### config.mk
export PLATFORM = sky130hd
export DESIGN_NAME = ats_fifo
export DESIGN_NICKNAME = d
export VERILOG_FILES = /design/src/rtl/core/assert_macros.svh /design/src/rtl/core/ats_pkg.sv /design/src/rtl/core/ats_fifo.sv
export SDC_FILE = /design/constraint.sdc
export NUM_CORES = 1
export LEC_CHECK = 0
export BUFFER_PORTS_ARGS = -buffer_cell sky130_fd_sc_hd__buf_2
export CORE_UTILIZATION = 59
export DETAILED_ROUTE_END_ITERATION = 7
export PLACE_DENSITY = 0.86
export SKIP_CTS_REPAIR_TIMING = 1
export SYNTH_ARGS = -nofsm -noshare
export SYNTH_HDL_FRONTEND = slang
export SYNTH_SLANG_ARGS = --single-unit
### constraint.sdc
create_clock -name clk_i -period 4.67 [get_ports clk_i]
set_input_delay 0.467 -clock clk_i [delete_from_list [all_inputs] [get_ports clk_i]]
set_output_delay 0.467 -clock clk_i [all_outputs]
set_load 0.005 [all_outputs]
### src/rtl/core/assert_macros.svh
// assertion macros for the rtl
`ifndef ASSERT_MACROS_SVH
`define ASSERT_MACROS_SVH

// checked property, off while in reset
`define ATS_ASSERT_RST(name, clk, rstn, prop) \
  name: assert property (@(posedge clk) disable iff (!rstn) prop) \
    else $error("assertion failed");

// checked property, always on
`define ATS_ASSERT(name, clk, prop) \
  name: assert property (@(posedge clk) prop) else $error("assertion failed");

`endif

### src/rtl/core/ats_pkg.sv
// types, constants and tables of the arm tip speed estimator
package ats_pkg;

  localparam int ANG_W       = 16;
  localparam int CORDIC_W    = 34;
  localparam int MRAD_LIMIT  = 3142;
  localparam int PI_Q13      = 25736;
  localparam int HALF_PI_Q13 = 12868;
  localparam int TWO_PI_Q13  = 51472;
  localparam int QUEUE_DEPTH = 2;

  localparam logic signed [33:0] CORDIC_GAIN_Q30 = 34'sd652032874;
  localparam logic [19:0] SPEED_MAX = 20'hFFFFF;
  localparam logic [31:0] PREV_TIME_RESET = 32'd1000;
  localparam logic [19:0] UPPER_LINK_RESET = 20'd220000;
  localparam logic [19:0] FOREARM_RESET = 20'd150000;
  localparam logic [19:0] BASE_HEIGHT_RESET = 20'd55000;

  localparam logic [1:0] REG_UPPER_LINK  = 2'd0;
  localparam logic [1:0] REG_FOREARM     = 2'd1;
  localparam logic [1:0] REG_BASE_HEIGHT = 2'd2;

  typedef struct packed {
    logic signed [ANG_W-1:0] ang_base;
    logic signed [ANG_W-1:0] ang_shoulder;
    logic signed [ANG_W-1:0] ang_elbow;
    logic [31:0]             ts;
  } job_t;

  function automatic logic signed [33:0] atan_q30(input logic [4:0] i);
    logic signed [33:0] v;
    case (i)
      5'd0:    v = 34'sd843314857;
      5'd1:    v = 34'sd497837829;
      5'd2:    v = 34'sd263043837;
      5'd3:    v = 34'sd133525159;
      5'd4:    v = 34'sd67021687;
      5'd5:    v = 34'sd33543516;
      5'd6:    v = 34'sd16775851;
      5'd7:    v = 34'sd8388437;
      5'd8:    v = 34'sd4194283;
      5'd9:    v = 34'sd2097149;
      5'd10:   v = 34'sd1048576;
      5'd11:   v = 34'sd524288;
      5'd12:   v = 34'sd262144;
      5'd13:   v = 34'sd131072;
      5'd14:   v = 34'sd65536;
      5'd15:   v = 34'sd32768;
      5'd16:   v = 34'sd16384;
      5'd17:   v = 34'sd8192;
      5'd18:   v = 34'sd4096;
      5'd19:   v = 34'sd2048;
      5'd20:   v = 34'sd1024;
      5'd21:   v = 34'sd512;
      5'd22:   v = 34'sd256;
      5'd23:   v = 34'sd128;
      default: v = 34'sd0;
    endcase
    return v;
  endfunction

endpackage

### src/rtl/core/ats_fifo.sv
// short queue of converted jobs between front and back end
module ats_fifo (
  input  logic          clk_i,
  input  logic          rst_ni,
  input  logic          wr_i,
  input  ats_pkg::job_t wdata_i,
  output logic          full_o,
  input  logic          rd_i,
  output ats_pkg::job_t rdata_o,
  output logic          empty_o
);

  localparam int DEPTH = ats_pkg::QUEUE_DEPTH;
  localparam int PW    = (DEPTH > 1) ? $clog2(DEPTH) : 1;
  localparam int CW    = $clog2(DEPTH + 1);

  ats_pkg::job_t mem_q [DEPTH];
  logic [PW-1:0] wp_q, rp_q;
  logic [CW-1:0] cnt_q;
  logic          do_wr, do_rd;

  assign full_o  = (cnt_q == CW'(DEPTH));
  assign empty_o = (cnt_q == '0);
  assign rdata_o = mem_q[rp_q];
  assign do_wr   = wr_i && !full_o;
  assign do_rd   = rd_i && !empty_o;

  always_ff @(posedge clk_i or negedge rst_ni) begin
    if (!rst_ni) begin
      wp_q  <= '0;
      rp_q  <= '0;
      cnt_q <= '0;
      mem_q <= '{default: '0};
    end else begin
      if (do_wr) begin
        mem_q[wp_q] <= wdata_i;
        wp_q <= (wp_q == PW'(DEPTH - 1)) ? '0 : wp_q + PW'(1);
      end
      if (do_rd) begin
        rp_q <= (rp_q == PW'(DEPTH - 1)) ? '0 : rp_q + PW'(1);
      end
      if (do_wr && !do_rd) begin
        cnt_q <= cnt_q + CW'(1);
      end else if (do_rd && !do_wr) begin
        cnt_q <= cnt_q - CW'(1);
      end
    end
  end

endmodule

# Word-level counts from Yosys, hierarchy flattened
# Index checks and enable logic that the tools add are counted.
# classes
n_addsub,4
magnitude_cmp,3
eq_ne,1
n_mux,10
bitwise_logic,2
n_reduce_logical,11
# op_table
cell,n
two-way mux 80 bit,4
bitwise mux 160 bit,1
demux 80 bit (select 1 bit),1
logical AND 1 bit,5
>= comparator 2 bit (second input constant),2
logical NOT 1 bit,4
two-way mux 2 bit,2
NOT 1 -> 2 bit,2
adder 1 bit (second input constant),2
adder 2 x 1 -> 2 bit (second input constant),1
== test 2 bit (second input constant),1
logical NOT 2 bit,1
less-than comparator 2 x 1 -> 1 bit (second input constant),1
two-way mux 1 bit,2
nonzero test 2 bit,1
subtractor 2 x 1 -> 2 bit (second input constant),1
# totals
register_bits,164
inputBits,84
out_inout_bits,82

# Longest topological paths before layout
# Gate-level depths: netlist of run 1.
# logic_depth
depth_word,7
ltp_mapped,6

# Worst setup path before layout of run 1
# Ideal clock, no wire load.
# synth_timing
kind,register to output
from,reg rp_q
to,out rdata_o[49] in the netlist's numbering
arrival_ps,1109
t_required_ps,4203
path_slack_ps,3094
stages_incl_launch_ff,4
path_buffers,2
cell_sequence,dfrtp_1 clkbuf_1 buf_2 mux2_2
# synth_lines
element,line_no,source
start: declaration,ats_fifo.sv:18,"logic [PW-1:0] wp_q, rp_q;"
start signal: assignment,ats_fifo.sv:40,rp_q <= (rp_q == PW'(DEPTH - 1)) ? '0 : rp_q + PW'(1);
end: declaration,ats_fifo.sv:9,"output ats_pkg::job_t rdata_o,"

==> results.toml, run 1 <==
[status]
status = "complete, no violations"

[setup_path]
cp_cell_sequence = "mux2_2 > buf_2"
end_kind = "primary output"
cp_slowest_stage_delay_ns = 1.16
crit_arrival_ns = 2.20
r2r_cells = 3
cpMaxStageDelayCell = "dfrtp_4"
worstSetupPathType = "reg -> out"
cpLargestDelayFamily = "flip-flops"
cp-endpoint = "rdata_o[21]"
cp.required_ns = 4.20
regToRegEndpoint = "mem_q[20]"
worstSetupStartpoint = "rp_q"
crit_buf_inv = 1
r2r_setup_slack_ns = 2.52
critPathMaxFanout = 81
crit_path_start_kind = "flop"
path_depth = 2
regToRegStartpoint = "cnt_q[0]"

[clock_network]
clkSinkCount = 164
path_clk_slew_ns = 0.06
clk_latency_ns = 0.42
cts_buffer_depth = 2
cts_buffers = 17
htree_levels = 4
cts_root_buffer = "clkbuf_16"
cts_tree = "yes"

[power]
power.density_nw_per_um2 = 796.0
pwr-share-clk = 0.226
power_frac_comb = 0.395
intPower_uw = 5107
swShare = 0.2868
total_power_uw = 7161
ir_worst_vdd_mv = 0.5456
p_leak_uw = 0.004213
seqPwrFrac = 0.379
net-switching-power_uw = 2054

[global_routing]
first_global_vias = 4844
grt_pass1_wl_um = 24360
grt_util_met3 = 0.07907
antenna_found_initial = 0
gr-total-overflow = 0
grt_max_degree = 91
grtUsageMet2 = 0.4100
use_met1 = 0.2972
top_usage_layer = "met2"
grt_usage = 0.2437

[floorplanning]
die_w_um = 114.9
io_pins = 166
start_util = 0.6158
die_h_um = 114.9
die_area_um2 = 13200
core_area_um2 = 12210
std_cell_rows = 40

[finish]
area_growth_pct = 19.63
final_area_um2 = 8996
nNetsFinal = 691
drive_gt1_frac = 0.6877

[flow_run]
max_cap_violations = 0

[detailed_routing]
post-route-drc-count = 0
ant_nets = 0
via_count = 4224
drtIter0Drc = 245
drtPass1Iterations = 4
avgRoutedWirePerCell_um = 18.73
routed_via_density = 5.367
wl_um = 14740

[timing]
drv_slew = 0
layout_worst_path_cycle_share = 0.5703
rsz0062_at_grt = "no"
fin_setup_tns_ns = 0
finalHoldViolations = 0
layout_min_cycle_time_ns = 2.663
tightest_slew_ns = 1.138
fmax_ghz = 0.3755
slew-limit-headroom = 0.2412
holdWs_ns = 0.1037
setup_viol = 0
fin_worst_skew_ns = 0.005734

[logic_synthesis]
syn_area_um2 = 7520
ys_seq_elements = 164
synth_ff_type = "dfrtp_1"
yosys.cell_types.count = 19
yosysSeqAreaShare = 0.5458
ys_async_sr_fraction = 1.000
synth_edf_count = 0
ys_warn_count = 0
syn-num-nets = 530
avgSynthCellArea_um2 = 16.90
syn_inst = 445

[worst_hold_path]
hold_class = "in -> async"

[placement]
gp_congestion = 0.7163
port_buffers = 165
post-dp-hpwl_um = 9344
place_area_um2 = 8305
worst min path at each step:
stage | cells past startpoint | slack (ns) | start | endpoint
2_1_floorplan | 0 | 0.17 | rst_ni | cnt_q[0]
3_3_place_gp | 1 | 0.46 | mem_q[35] | mem_q[35]
3_5_place_dp | 1 | 0.47 | mem_q[35] | mem_q[35]
4_1_cts | 1 | 0.14 | rst_ni | mem_q[35]
5_1_grt | 1 | 0.16 | rst_ni | mem_q[102]
6_report | 1 | 0.10 | rst_ni | mem_q[110]
cell families (layout without fill, tap and decap cells):
family | count (synthesis) | in the layout | share of synthesized area
other | 0 | 1 | 0
AOI/OAI and AO/OA | 1 | 1 | 0.0006649
and+or+nand+nor | 6 | 6 | 0.006157
xor gates and xnor gates | 5 | 5 | 0.005825
muxes | 240 | 240 | 0.3993
adders and majority gates | 1 | 1 | 0.001664
DFF | 164 | 164 | 0.5458
buffers and inverters | 28 | 201 | 0.04060
per-layer routing:
layer / wire length [um] / vias up / part of all wire
li1: - / 1906 / -
met1: 6258 / 2171 / 0.42
met2: 7234 / 127 / 0.49
met3: 1040 / 20 / 0.071
met4: 208 / 0 / 0.014
met5: 0 / - / 0
cell usage after synthesis, types with 2 or more instances:
| cell type | count | share of area |
|---|---|---|
| xnor2_1 | 2 | 0.0023 |
| buf_12 | 8 | 0.021 |
| buf_6 | 6 | 0.0090 |
| mux2_2 | 143 | 0.21 |
| buf_2 | 8 | 0.0053 |
| nor2_1 | 2 | 0.0010 |
| buf_4 | 4 | 0.0040 |
| mux2_4 | 80 | 0.16 |
| dfrtp_1 | 164 | 0.55 |
| mux2_1 | 17 | 0.025 |
| xor2_1 | 3 | 0.0035 |
layout make-up:
cell class / instances / area [um^2]
clock buffer: 22 / 464.2
tap: 168 / 210.2
clock inverter: 9 / 224.0
fill: 784 / 3216
sequential: 164 / 4108
antenna: 1 / 2.502
timing repair buffer: 169 / 862.1
multi-input combinational: 253 / 3122
inverter: 1 / 3.754
power by group through the flow:
| stage | sequential, uW | clock, uW | combinational [uW] |
|---|---|---|---|
| after global routing | 2830 | 1710 | 3060 |
| after floorplan | 2420 | 0 | 2260 |
| after detailed placement | 2720 | 0 | 2830 |
| final | 2710 | 1620 | 2830 |
| after global placement | 2660 | 0 | 2750 |
| after CTS | 2720 | 1640 | 2860 |
flip-flops by register name, summed over array words and instances (netlist names):
name and count:
wp_q 1, cnt_q 2, mem_q 160, rp_q 1
worst register-to-register path: cells and delay by family, from the launching register on:
kind,cells,cell delay [ns]
flops,1,0.44
mux,1,0.49
simple gates,2,1.11
through the flow:
| step | utilization | cells | setup WS (ns) |
|---|---|---|---|
| 3_5_place_dp | 0.6801 | 755 | 2.465 |
| 6_report | 0.7367 | 787 | 2.007 |
| 5_1_grt | 0.7365 | 786 | 1.914 |
| 2_1_floorplan | - | 445 | 3.094 |
| 3_3_place_gp | 0.6801 | 755 | 2.461 |
| 4_1_cts | 0.7365 | 786 | 2.003 |
layout by cell type, fill, tap and decap left out:
| cell | instances |
|---|---|
| buf_2 | 164 |
| diode_2 | 1 |
| xor2_1 | 3 |
| o21ai_0 | 1 |
| clkbuf_8 | 2 |
| xnor2_1 | 2 |
| clkinv_2 | 1 |
| dfrtp_4 | 1 |
| ha_1 | 1 |
| nand2b_4 | 1 |
| nor2_1 | 2 |
| buf_4 | 4 |
| inv_2 | 1 |
| mux2_4 | 80 |
| mux2_2 | 143 |
| and2_1 | 1 |
| nor3b_4 | 1 |
| clkbuf_1 | 3 |
| clkinv_4 | 1 |
| mux2_1 | 17 |
| dfrtp_1 | 163 |
| and3_4 | 1 |
| clkbuf_16 | 17 |
| buf_6 | 1 |
| bufinv_16 | 7 |
Note: power is estimated with default switching activity, not from simulation.
==> inputs of run 2 (changes only) <==
Settings changed: CORE_UTILIZATION 59 to 54, PLACE_DENSITY 0.86 to 0.79.
Clock period 4.67 ns to 2.65 ns, I/O delays scaled along.
==> results.toml, run 2 (synthesis results as in run 1) <==
[status]
status = "complete, no violations"

[placement]
port_buffers = 165
gp_congestion = 0.7384
post-dp-hpwl_um = 9622
dp_worst_setup_slack_ns = 0.7585

[detailed_routing]
post-route-drc-count = 0
routed_via_density = 5.303
ant_nets = 0
drtIter0Drc = 191
avgRoutedWirePerCell_um = 18.38
wl_um = 14710
drtPass1Iterations = 4
via_count = 4242

[worst_hold_path]
hold_class = "in -> reg"

[setup_path]
cpMaxStageDelayCell = "dfrtp_4"
end_kind = "primary output"
crit_path_start_kind = "flop"
cp_cell_sequence = "buf_12 > mux2_2 > buf_2"
cpLargestDelayFamily = "flip-flops"
critPathMaxFanout = 49
cp.required_ns = 2.38
crit_buf_inv = 2
worstSetupPathType = "reg -> out"
crit_arrival_ns = 2.04
cp_slowest_stage_delay_ns = 0.73

[global_routing]
gr-total-overflow = 0
antenna_found_initial = 1
grt_usage = 0.2190
first_global_vias = 4604
grt_pass1_wl_um = 24180
grt_max_degree = 75

[timing]
fin_worst_skew_ns = 0.003608
layout_worst_path_cycle_share = 0.8712
layout_min_cycle_time_ns = 2.309
layout_setup_ws_ns = 0.3413
setup_viol = 0
fin_setup_tns_ns = 0
tightest_slew_ns = 0.6906
finalHoldViolations = 0
slew-limit-headroom = 0.5396
drv_slew = 0
rsz0062_at_grt = "no"
fmax_ghz = 0.4331

[power]
intPower_uw = 8842
total_power_uw = 12440
p_leak_uw = 0.004234
ir_worst_vdd_mv = 0.7318
power_frac_comb = 0.415
pwr-share-clk = 0.212
swShare = 0.2891
power.density_nw_per_um2 = 1374
seqPwrFrac = 0.372
net-switching-power_uw = 3597

[clock_network]
cts_root_buffer = "clkbuf_16"
cts_buffers = 17
cts_tree = "yes"
clkSinkCount = 164
path_clk_slew_ns = 0.06
cts_buffer_depth = 2
clk_latency_ns = 0.41
htree_levels = 4

[finish]
n_antenna_cell = 0
area_growth_pct = 20.37
nNetsFinal = 696
layout_commonest_cell = "buf_2"
largest_register = "mem_q"
drive_gt1_frac = 0.6875
largest_register_ffs = 160
largestRegisters = "mem_q x160, cnt_q x2"
final_cell_mix = "buf_2, dfrtp_1, mux2_2, mux2_4"

[flow_run]
max_cap_violations = 0

[floorplanning]
die_w_um = 120.0
std_cell_rows = 42
die_h_um = 120.0
die_area_um2 = 14400
io_pins = 166
core_area_um2 = 13400
start_util = 0.5612
[run 2: layer usage]
| metal | GRT usage | part of all wire | up-vias |
|---|---|---|---|
| li1 | - | - | 1913 |
| met1 | 0.2923 | 0.45 | 2185 |
| met2 | 0.3473 | 0.48 | 125 |
| met3 | 0.06749 | 0.064 | 17 |
| met4 | 0.05625 | 0.0099 | 2 |
| met5 | 0 | 0.00068 | - |
[run 2: cell type report]
cell class | instances | area, um^2
clock buffers | 22 | 454.2
clock inverters | 10 | 178.9
fillers | 954 | 4349
inverters | 1 | 3.754
multi-input cells | 253 | 3122
flip-flops and latches | 164 | 4108
well taps | 176 | 220.2
repair buffers | 174 | 964.7
[run 2: worst paths after layout]
check | start | endpoint | slack, ns | cells past startpoint
max in group asynchronous | rst_ni | mem_q[129] | 1.42 | 3
worst min-delay path | wdata_i[45] | mem_q[45] | 0.08 | 2
worst max-delay path | rp_q | rdata_o[68] | 0.34 | 3
worst min register to register | mem_q[50] | mem_q[50] | 0.48 | 1
min in group asynchronous | rst_ni | mem_q[114] | 0.45 | 2
worst max register to register | cnt_q[0] | mem_q[19] | 0.74 | 4
[run 2: worst register-to-register path, delay by kind of cell (launching register included)]
family / cells / cell delay, ns
and+or+nand+nor: 2 / 0.71
DFF: 1 / 0.42
muxes: 1 / 0.37
buffers and inverters: 1 / 0.30
[run 2: stage by stage]
step | std cells | area, um^2 | utilization | hold WS [ns]
after floorplan | 445 | 7520 | - | -0.03059
after global placement | 767 | 8408 | 0.6275 | 0.3285
after detailed placement | 767 | 8408 | 0.6275 | 0.3380
after CTS | 799 | 9041 | 0.6747 | -0.1076
after global routing | 800 | 9051 | 0.6754 | 0.06689
final | 800 | 9051 | 0.6754 | 0.08029
[run 2: power groups by stage]
| stage | registers, uW | logic [uW] | clock network, uW |
|---|---|---|---|
| finish | 4630 | 5170 | 2640 |
| global route | 4800 | 5580 | 2780 |
| CTS | 4640 | 5240 | 2690 |
| detailed placement | 4640 | 5200 | 0 |
| global placement | 4570 | 5070 | 0 |
| floorplan | 4270 | 3990 | 0 |
