$ cat src/rtl/core/assert_macros.svh
// assertion macros for the rtl
`ifndef ASSERT_MACROS_SVH
`define ASSERT_MACROS_SVH

// checked property, off while in reset
`define ATS_ASSERT_RST(name, clk, rstn, prop) \
  name: assert property (@(posedge clk) disable iff (!rstn) prop) \
    else $error("assertion failed");

// checked property, always on
`define ATS_ASSERT(name, clk, prop) \
  name: assert property (@(posedge clk) prop) else $error("assertion failed");

`endif

$ cat src/rtl/core/ats_pkg.sv
// types, constants and tables of the arm tip speed estimator
package ats_pkg;

  localparam int ANG_W       = 16;
  localparam int CORDIC_W    = 34;
  localparam int MRAD_LIMIT  = 3142;
  localparam int PI_Q13      = 25736;
  localparam int HALF_PI_Q13 = 12868;
  localparam int TWO_PI_Q13  = 51472;
  localparam int QUEUE_DEPTH = 2;

  localparam logic signed [33:0] CORDIC_GAIN_Q30 = 34'sd652032874;
  localparam logic [19:0] SPEED_MAX = 20'hFFFFF;
  localparam logic [31:0] PREV_TIME_RESET = 32'd1000;
  localparam logic [19:0] UPPER_LINK_RESET = 20'd220000;
  localparam logic [19:0] FOREARM_RESET = 20'd150000;
  localparam logic [19:0] BASE_HEIGHT_RESET = 20'd55000;

  localparam logic [1:0] REG_UPPER_LINK  = 2'd0;
  localparam logic [1:0] REG_FOREARM     = 2'd1;
  localparam logic [1:0] REG_BASE_HEIGHT = 2'd2;

  typedef struct packed {
    logic signed [ANG_W-1:0] ang_base;
    logic signed [ANG_W-1:0] ang_shoulder;
    logic signed [ANG_W-1:0] ang_elbow;
    logic [31:0]             ts;
  } job_t;

  function automatic logic signed [33:0] atan_q30(input logic [4:0] i);
    logic signed [33:0] v;
    case (i)
      5'd0:    v = 34'sd843314857;
      5'd1:    v = 34'sd497837829;
      5'd2:    v = 34'sd263043837;
      5'd3:    v = 34'sd133525159;
      5'd4:    v = 34'sd67021687;
      5'd5:    v = 34'sd33543516;
      5'd6:    v = 34'sd16775851;
      5'd7:    v = 34'sd8388437;
      5'd8:    v = 34'sd4194283;
      5'd9:    v = 34'sd2097149;
      5'd10:   v = 34'sd1048576;
      5'd11:   v = 34'sd524288;
      5'd12:   v = 34'sd262144;
      5'd13:   v = 34'sd131072;
      5'd14:   v = 34'sd65536;
      5'd15:   v = 34'sd32768;
      5'd16:   v = 34'sd16384;
      5'd17:   v = 34'sd8192;
      5'd18:   v = 34'sd4096;
      5'd19:   v = 34'sd2048;
      5'd20:   v = 34'sd1024;
      5'd21:   v = 34'sd512;
      5'd22:   v = 34'sd256;
      5'd23:   v = 34'sd128;
      default: v = 34'sd0;
    endcase
    return v;
  endfunction

endpackage

$ cat src/rtl/core/ats_front.sv
// front end: takes input words and converts the joint angles to q3.13 radians
module ats_front (
  input  logic               clk_i,
  input  logic               rst_ni,
  input  logic               push,
  output logic               full,
  input  logic [12:0]        joint_base_mrad_i,
  input  logic [12:0]        joint_shoulder_mrad_i,
  input  logic [12:0]        joint_elbow_mrad_i,
  input  logic [31:0]        timestamp_us_i,
  input  logic               q_full_i,
  output logic               q_push_o,
  output ats_pkg::job_t      q_data_o
);

  typedef enum logic [1:0] {F_IDLE, F_CONV, F_PUSH} fstate_e;

  fstate_e       st_q;
  logic [1:0]    idx_q;
  logic [12:0]   raw_q [3];
  ats_pkg::job_t job_q;
  logic signed [ats_pkg::ANG_W-1:0] conv;

  function automatic logic signed [15:0] mrad_to_q13(input logic [12:0] raw);
    logic signed [12:0] m;
    logic [11:0] mag;
    logic [24:0] n;
    logic [47:0] prod;
    logic [14:0] q0;
    logic [24:0] back;
    logic [24:0] r;
    logic [14:0] q;
    m = signed'(raw);
    if (m > 13'(ats_pkg::MRAD_LIMIT) || m < -13'(ats_pkg::MRAD_LIMIT)) begin
      mag = 12'(ats_pkg::MRAD_LIMIT);
    end else if (m < 0) begin
      mag = 12'(-m);
    end else begin
      mag = 12'(m);
    end
    n    = {mag, 13'd0} + 25'd500;
    prod = 48'(n) * 48'd4294967;
    q0   = prod[46:32];
    back = {q0, 10'd0} - 25'({q0, 4'd0}) - 25'({q0, 3'd0});
    r    = n - back;
    q    = (r >= 25'd1000) ? q0 + 15'd1 : q0;
    return (m < 0) ? -$signed({1'b0, q}) : $signed({1'b0, q});
  endfunction

  assign conv     = mrad_to_q13(raw_q[idx_q]);
  assign full     = (st_q != F_IDLE);
  assign q_push_o = (st_q == F_PUSH) && !q_full_i;
  assign q_data_o = job_q;

  always_ff @(posedge clk_i or negedge rst_ni) begin
    if (!rst_ni) begin
      st_q   <= F_IDLE;
      idx_q  <= 2'd0;
      raw_q  <= '{default: '0};
      job_q  <= '0;
    end else begin
      case (st_q)
        F_IDLE: begin
          if (push) begin
            raw_q[0] <= joint_base_mrad_i;
            raw_q[1] <= joint_shoulder_mrad_i;
            raw_q[2] <= joint_elbow_mrad_i;
            job_q.ts <= timestamp_us_i;
            idx_q    <= 2'd0;
            st_q     <= F_CONV;
          end
        end
        F_CONV: begin
          case (idx_q)
            2'd0:    job_q.ang_base     <= conv;
            2'd1:    job_q.ang_shoulder <= conv;
            default: job_q.ang_elbow    <= conv;
          endcase
          if (idx_q == 2'd2) begin
            st_q <= F_PUSH;
          end else begin
            idx_q <= idx_q + 2'd1;
          end
        end
        F_PUSH: begin
          if (!q_full_i) begin
            st_q <= F_IDLE;
          end
        end
        default: st_q <= F_IDLE;
      endcase
    end
  end

endmodule

$ cat config.mk
export PLATFORM = sky130hd
export DESIGN_NAME = ats_front
export DESIGN_NICKNAME = d
export VERILOG_FILES = /design/src/rtl/core/assert_macros.svh /design/src/rtl/core/ats_pkg.sv /design/src/rtl/core/ats_front.sv
export SDC_FILE = /design/constraint.sdc
export NUM_CORES = 1
export LEC_CHECK = 0
export ABC_AREA = 1
export BUFFER_PORTS_ARGS = -buffer_cell sky130_fd_sc_hd__buf_2
export CAP_MARGIN = 20
export CORE_MARGIN = 2
export CORE_UTILIZATION = 39
export CTS_CLUSTER_DIAMETER = 80
export DETAILED_ROUTE_END_ITERATION = 16
export GPL_TIMING_DRIVEN = 0
export PLACE_DENSITY_LB_ADDON = 0.08
export SKIP_LAST_GASP = 1
export SLEW_MARGIN = 0
export SYNTH_ARGS = -nofsm -noshare
export SYNTH_HDL_FRONTEND = slang
export SYNTH_SLANG_ARGS = --single-unit
$ cat constraint.sdc
create_clock -name clk_i -period 29.1 [get_ports clk_i]
set_input_delay 2.91 -clock clk_i [delete_from_list [all_inputs] [get_ports clk_i]]
set_output_delay 2.91 -clock clk_i [all_outputs]
set_load 0.01 [all_outputs]
==> Word level (Yosys, flattened, before mapping) <==
Cells that the tools add are included.
{ "op_classes": {"n_mul": 1, "n_lt_le_gt_ge": 5, "reduce_logical": 14, "n_eq_ne": 8, "n_addsub": 8, "bitwise": 2, "mux": 14} }
{ "ops": {"columns": ["cell", "count"], "rows": [
  ["$mul A25 B23 Y47 const B", 1],
  ["$bmux W13 S2", 1],
  ["$mux W13", 2],
  ["$add A25 B9 Y25 const B", 1],
  ["$ge A25 B10 Y1 const B", 1],
  ["$sub A25 B18 Y25", 1],
  ["$sub A25 B19 Y25", 1],
  ["$sub A25 B25 Y25", 1],
  ["$mux W12", 2],
  ["$mux W16", 1],
  ["$neg A15 Y16", 1],
  ["$add A15 B1 Y15 const B", 1],
  ["$mux W15", 1],
  ["$gt A13 B13 Y1 const B", 1],
  ["$lt A13 B1 Y1 const B", 1],
  ["$lt A13 B13 Y1 const B", 1],
  ["$neg A12 Y12", 1],
  ["$mux W2", 5],
  ["$ne A2 B2 Y1 const B", 4],
  ["$reduce_and A2 Y1", 4],
  ["$pmux W2 S3", 1],
  ["$reduce_and A3 Y1", 2],
  ["$eq A2 B1 Y1 const B", 2],
  ["$eq A2 B2 Y1 const B", 2],
  ["other kinds (11)", 13]
]} }
{ "word_totals": {"out_inout_bits": 82, "reg_bits": 123, "word_cells": 61} }

==> Longest topological paths before layout <==
Gate-level depths: netlist (run 1).
{ "depth": {"ltp_word": 16, "ltp_mapped": 69, "mapped_depth_nobuf": 67} }

==> Worst setup path after synthesis (run 1) <==
OpenSTA, ideal clock, no wires.
{ "synth_timing": {"kind": "register to register", "start": "reg idx_q[1]", "end": "reg job_q (netlist bit q_data_o[44])", "setup_ps": 118, "n_path_buf": 1, "t_arrival_ps": 10351, "path_stages_with_launch": 59, "path_slack_ps": 18631, "t_required_ps": 28982, "path_cell_list": "dfrtp_1 -> inv_1 -> nor2_1 -> buf_2 -> a22oi_1 -> ha_1 -> inv_1 -> nor3_1 -> nand4_1 -> nor2_1 -> nand4_1 -> nand3_1 -> nand3_1 -> ha_1 -> inv_1 -> fa_1 -> inv_1 -> ha_1 -> (+23 left out) -> o21ai_0 -> a21oi_1 -> nand3b_1 -> nand2_1 -> nand3_1 -> nor2_1 -> nand4_1 -> nor2_1 -> nand4_1 -> nand2_1 -> ha_1 -> nand3_1 -> nor2_1 -> nand4_2 -> nand2_2 -> nand3_1 -> nand3_1 -> nand2_1"} }
{ "synth_between": {"elab_chain_cells": 16} }
{ "synth_rtl": {"columns": ["element", "line", "source"], "rows": [
  ["start, declared", "ats_front.sv:19", "logic [1:0] idx_q;"],
  ["start signal, assigned", "ats_front.sv:82", "idx_q <= idx_q + 2'd1;"],
  ["$not A2 Y3 (not written as such)", "ats_front.sv:50", "assign conv = mrad_to_q13(raw_q[idx_q]);"],
  ["$bmux W13 S2", "ats_front.sv:50", null],
  ["$mux W13 (not written as such) (2 in series)", "ats_front.sv:50", null],
  ["$neg A12 Y12, or another cell as far along", "ats_front.sv:37", "mag = 12'(-m);"],
  ["$mux W12 or $logic_or A1 B1 Y1 (tied branches)", "ats_front.sv:36, ats_front.sv:34", null],
  ["$mux W12", "ats_front.sv:34", "if (m > 13'(ats_pkg::MRAD_LIMIT) || m < -13'(ats_pkg::MRAD_LIMIT)) begin"],
  ["$add A25 B9 Y25", "ats_front.sv:41", "n = {mag, 13'd0} + 25'd500;"],
  ["$mul A25 B23 Y47", "ats_front.sv:42", "prod = 48'(n) * 48'd4294967;"],
  ["$sub A25 B19 Y25", "ats_front.sv:44", "back = {q0, 10'd0} - 25'({q0, 4'd0}) - 25'({q0, 3'd0});"],
  ["$sub A25 B18 Y25", "ats_front.sv:44", null],
  ["$sub A25 B25 Y25", "ats_front.sv:45", "r = n - back;"],
  ["$ge A25 B10 Y1", "ats_front.sv:46", "q = (r >= 25'd1000) ? q0 + 15'd1 : q0;"],
  ["$mux W15", "ats_front.sv:46", null],
  ["$neg A15 Y16", "ats_front.sv:47", "return (m < 0) ? -$signed({1'b0, q}) : $signed({1'b0, q});"],
  ["$mux W16", "ats_front.sv:47", null],
  ["end, declared", "ats_front.sv:21", "ats_pkg::job_t job_q;"]
]} }
Several ways; a longest one is shown, not always the timed one. The select of a mux whose other input is x is not followed.
A chain may end at the register's enable or synchronous reset.

==> Worst setup path after layout (run 1) <==
{ "layout_timing": {"start": "reg idx_q[1]", "end": "reg job_q (netlist bit q_data_o[60])"} }
Same word-level chain as after synthesis.

==> results of run 1 <==
worst max-delay path by stage:
stage              from           end  slack (ns)  cells after the start
5_1_grt        idx_q[1]  q_data_o[60]       15.00                     58
6_report       idx_q[1]  q_data_o[60]       16.03                     58
2_1_floorplan  idx_q[1]  q_data_o[44]       18.63                     58
4_1_cts        idx_q[1]  q_data_o[60]       15.98                     58
3_5_place_dp   idx_q[1]  q_data_o[60]       16.04                     58
3_3_place_gp   idx_q[1]  q_data_o[62]       16.20                     58
flip-flops by register name, summed over array words and instances, names as in the netlist:
name / count
q_data_o: 80
raw_q: 39
idx_q: 2
st_q: 2
final cells by class:
type | instances | area [µm²]
plain buffers | 32 | 156
clock buffers | 18 | 429
clock inverters | 14 | 159
fillers | 3733 | 19500
inverters | 363 | 1360
multi-input cells | 1451 | 9630
flip-flops and latches | 123 | 3080
well taps | 461 | 577
repair buffers | 159 | 837
logic make-up after synthesis:
group	Yosys count	share of synthesized area [%]
AND/OR/NAND/NOR	974	29.4
buffers and inverters	395	10.7
adder cells (fa/ha/maj)	294	30.2
AO/OA/AOI/OAI	154	6.21
flip-flops	123	21.6
XOR/XNOR	29	1.89
per-stage QoR:
stage | hold slack (ns) | cell area, µm² | utilization (%)
6_report | 0.469 | 16200 | 45.4
5_1_grt | 0.499 | 16200 | 45.4
4_1_cts | 0.474 | 16200 | 45.4
3_5_place_dp | 0.458 | 15600 | 43.8
3_3_place_gp | 0.457 | 15600 | 43.6
2_1_floorplan | 0.441 | 14200 | -
metal layers:
metal	GRT usage [%]	vias to the layer above	share of wire (%)
met5	0	-	0
met4	5.06	0	1.6
met3	1.85	31	3.7
met2	35.6	283	47
met1	29.9	5896	47
li1	-	6497	-
cells in the final DEF (no fill, tap or decap), types with 5 or more instances in the layout:
cell type	n
nand4_1	22
nand3_2	6
inv_1	346
nand3b_1	9
inv_6	5
xor2_1	17
ha_1	211
o21ai_0	48
o21ai_1	12
clkbuf_16	17
o211ai_1	8
a21oi_1	59
nor2_2	7
nor3_1	11
a21o_1	6
inv_2	16
fa_1	83
nor2_1	122
dfrtp_1	123
nand2_2	19
nand3_1	99
clkbuf_1	20
xnor2_1	10
nand2_1	650
buf_2	163
or2_2	7
o21bai_1	7
worst register-to-register path, delay by kind of cell (launching register included):
kind	cells	cell delay, ns
simple gates	26	3.80
flops	1	0.42
fa+ha+maj	13	5.44
compound gates	8	1.86
xor+xnor	1	0.51
buf+inv	10	0.95
==> flow_summary.yaml, run 1 <==
sta:
  setup_tns_ns: 0
  rsz0062_at_grt: "no"
  max_freq_ghz: 0.0765
  finalSetupViolCount: 0
  finalCritPeriodShare_pct: 44.9
  setup_ws_ns: 16.03
  slew_headroom_pct: 40.4
  slew_violations: 0
  period_minus_slack_ns: 13.07
  hold_viol_final: 0
  worst_slew_pin_slew_ns: 0.888
  finClkSkew_ns: 0.0133
critical_path:
  cp.arrival_ns: 13.37
  r2r-start: "idx_q[1]"
  path_class: "register to register"
  crit_top_cell: "inv_1"
  crit_path_max_fanout: 10
  cp_num_buf_inv: 10
  reg2reg_to: "q_data_o[60]"
  cpPeakStageDelay_ns: 0.55
  end_kind: "register"
  cpMaxStageDelayCell: "fa_1"
  startpoint_type: "register"
  cp.required_ns: 29.40
  ff2ff_path_depth: 58
  r2r_slack_ns: 16.03
  cpLargestDelayFamily: "adder cells"
placement:
  place_ws_ns: 16.04
  io_buffers: 156
  place_inst: 2589
  gp_congestion: 0.943
  place_hpwl_um: 33400
drt:
  wl_per_cell_um: 15.2
  vias: 12707
  vias_per_cell: 4.85
  drtPass1Iterations: 5
  wirelength_um: 39900
  final_antenna_net_count: 0
  drt_iter0_drc: 724
  route.detailed.drc: 0
yosys:
  synth_edf_count: 0
  yosysUniqueCellTypes: 51
  synth_most_common_cell: "nand2_1"
  yosysWarnings: 0
  syn_area_um2: 14200
  ys.flop_type: "dfrtp_1"
  yosys.area.top_type_share_pct: 21.6
  syn_nets: 2338
  synth_area_leaders: "dfrtp_1, ha_1, nand2_1"
  synthCells: 1969
  async_reset_ff_share_pct: 100
  yosysSeqAreaShare_pct: 21.6
  syn_area_per_cell_um2: 7.23
  ys_seq_elements: 123
  ys_top_cells_by_count: "nand2_1, inv_1, ha_1, dfrtp_1, nor2_1"
  synth_top_area_cell: "dfrtp_1"
floorplanning:
  die_area_um2: 38000
  core-area_um2: 35700
  start_util_pct: 39.8
  die_h_um: 195
  die_w_um: 195
  pin_count: 157
  rows: 69
min_path:
  min_path_type: "register to register"
  hold_end: "raw_q[38]"
  hold-path-cell-count: 2
  worstHoldStart: "raw_q[38]"
layout:
  drive_gt1_share_pct: 13.0
  final_cells: 2621
  final_nets: 2516
  n_antenna_cell: 0
  area_growth_pct: 14.1
grt:
  antenna_found_initial: 0
  grt_pass1_wl_um: 64500
  grt_max_degree: 86
  grt_pass1_vias: 12173
  grt_usage_pct: 21.3
  overflow: 0
clock_network:
  cts_tree: "built"
  ctsResizeCount: 0
  clkSinkCount: 123
  cts_hold_buf: 0
  cts-buffers-inserted: 17
  htree_levels: 4
  clk_latency_ns: 0.42
  clk_path_buf_depth: 2
  clockRootBuffer: "clkbuf_16"
  cts_setup_buffers: 0
  clk_pin_slew_ns: 0.06
flow_run:
  drv_cap: 0
run_status:
  status: "finished clean"
Power of run 1 is not shown: default switching activity piles up to over one toggle a cycle in this logic, so the estimate is an artifact.
==> run 2: changes to the inputs <==
ABC_AREA = 0   (was 1)
clock period = 10.9 ns   (was 29.1 ns; I/O delays follow)
==> run 2 against run 1 <==
Register-to-register slack worse by 17 ns. Flip-flop and latch count stayed put. Critical path depth is 10 lower. First-iteration DRC count is 28% lower. Sequential share of layout area is 1.9 points lower. Critical path type unchanged. The flow now finishes with violations (setup timing). Synthesized area is 5.6% lower. Design area is 11% higher. Via count is 10% lower. Clock-buffer cell count stayed put.
==> flow_summary.yaml, run 2 <==
run_status:
  status: "finished with violations"
  violations: "setup timing"
clock_network:
  cts_tree: "built"
  clk_path_buf_depth: 2
  clkSinkCount: 123
  clk_latency_ns: 0.41
  htree_levels: 4
  clk_pin_slew_ns: 0.06
  cts-buffers-inserted: 17
  clockRootBuffer: "clkbuf_16"
layout:
  final_cell_mix: "inv_1, ha_1, buf_2, dfrtp_1, buf_4"
  final_nets: 2114
  final_util_pct: 53.6
  drive_gt1_share_pct: 36.1
  area_growth_pct: 34.6
  fillers: 3118
  final_common_cell: "inv_1"
  n_antenna_cell: 0
  largest_reg_flops: 80
grt:
  grt_pass1_vias: 11413
  grt_usage_pct: 21.6
  grt_max_degree: 94
  overflow: 0
  grt_pass1_wl_um: 61300
  antenna_found_initial: 0
drt:
  drt_iter0_drc: 521
  wirelength_um: 38000
  final_antenna_net_count: 0
  drtPass1Iterations: 5
  vias: 11424
  route.detailed.drc: 0
  wl_per_cell_um: 17.2
  vias_per_cell: 5.18
sta:
  setup_tns_ns: -38.08
  period_minus_slack_ns: 12.01
  hold_viol_final: 0
  rsz0062_at_grt: "yes"
  finalSetupViolCount: 48
  max_freq_ghz: 0.0833
  finalCritPeriodShare_pct: 110
  slew_headroom_pct: 45.8
  slew_violations: 0
  setup_ws_ns: -1.11
  finClkSkew_ns: 0.00756
  worst_slew_pin_slew_ns: 0.810
yosys:
  synth_edf_count: 0
  synth_most_common_cell: "inv_1"
  yosysSeqAreaShare_pct: 22.9
  ys_top_cells_by_count: "inv_1, ha_1, dfrtp_1, nand2_1, fa_1"
  synth_top_area_cell: "dfrtp_1"
  yosysWarnings: 0
  async_reset_ff_share_pct: 100
  yosysUniqueCellTypes: 79
  synthCells: 1443
  synth_area_leaders: "dfrtp_1, ha_1, fa_1"
  yosys.area.top_type_share_pct: 22.9
  syn_nets: 1812
  ys.flop_type: "dfrtp_1"
  syn_area_um2: 13400
  syn_area_per_cell_um2: 9.31
  ys_seq_elements: 123
floorplanning:
  die_w_um: 190
  start_util_pct: 39.8
  rows: 67
  die_h_um: 190
  core-area_um2: 33700
  pin_count: 157
  die_area_um2: 35900
critical_path:
  reg2reg_to: "q_data_o[58]"
  cp.required_ns: 11.17
  r2r_slack_ns: -1.11
  ff2ff_path_depth: 48
  cpPeakStageDelay_ns: 0.60
  cp.arrival_ns: 12.28
  crit_top_cell: "fa_1"
  crit_path_max_fanout: 8
  startpoint_type: "register"
  path_class: "register to register"
  r2r-start: "idx_q[1]"
  end_kind: "register"
  startpoint: "idx_q[1]"
  cpMaxStageDelayCell: "or4_4"
placement:
  gp_congestion: 0.839
  io_buffers: 156
  place_hpwl_um: 29400
min_path:
  worstHoldStart: "q_data_o[35]"
  min_path_type: "register to register"
  hold-path-cell-count: 2
  hold_end: "q_data_o[35]"
flow_run:
  drv_cap: 0
==> run 2: repair_timing <==
item / in CTS / in global routing
pin swaps: 79 / 41
cloned: 0 / 1
endpoints found under the setup margin: 48 / 48
gates resized for setup: 156 / 78
setup buffers: 100 / 31
hold buffers: 0 / 0
==> run 2: metal layers <==
metal	up-vias	GRT usage (%)	share of wire, %	wire length [µm]
li1	5600	-	-	-
met1	5544	29.8	48	18300
met2	250	36.4	46	17600
met3	30	2.36	3.7	1410
met4	0	5.22	1.6	621
met5	-	0	0	0
==> run 2: how the worst max path moves through the flow <==
stage | slack (ns) | to | cells past startpoint
finish | -1.11 | q_data_o[58] | 48
global placement | -2.53 | q_data_o[47] | 44
global route | -1.62 | q_data_o[42] | 51
CTS | -1.13 | q_data_o[76] | 52
detailed placement | -2.69 | q_data_o[47] | 44
floorplan | -0.37 | q_data_o[60] | 52
==> run 2: cells by family after synthesis <==
group                      share of synthesized area, %
and+or+nand+nor                                    11.3
adders and majority gates                          32.0
AOI/OAI and AO/OA                                  14.4
xor gates and xnor gates                           3.96
muxes                                              7.70
DFF                                                22.9
buffers and inverters                              7.68
==> run 2: final cells by class <==
class                           count  area, µm²  share of cell area [%]
Buffer                             37        250                    1.38
Clock buffer                       18        439                    2.43
Clock inverter                     14        146                   0.810
Inverter                          226        876                    4.85
Multi-Input combinational cell   1052      10800                    59.8
Sequential cell                   123       3080                    17.0
Tap cell                          448        561                    3.10
Timing Repair Buffer              288       1920                    10.6
==> run 2: stage by stage <==
step	instances	setup WS [ns]	hold slack, ns	cell area [µm²]
2_1_floorplan	1443	-0.375	0.480	14100
3_3_place_gp	2047	-2.53	0.458	15400
3_5_place_dp	2048	-2.69	0.466	15400
4_1_cts	2178	-1.13	0.483	17600
5_1_grt	2206	-1.62	0.500	18100
6_report	2206	-1.11	0.476	18100
==> run 2: critical path: cells and delay by family, from the launching register on <==
kind / cells / cell delay, ns
flip-flops: 1 / 0.38
buffers and inverters: 10 / 1.13
AND/OR/NAND/NOR: 9 / 2.17
AO/OA/AOI/OAI: 16 / 3.63
adder cells (fa/ha/maj): 11 / 4.20
XOR/XNOR: 2 / 0.34
Power of run 2 is left out for the same reason.
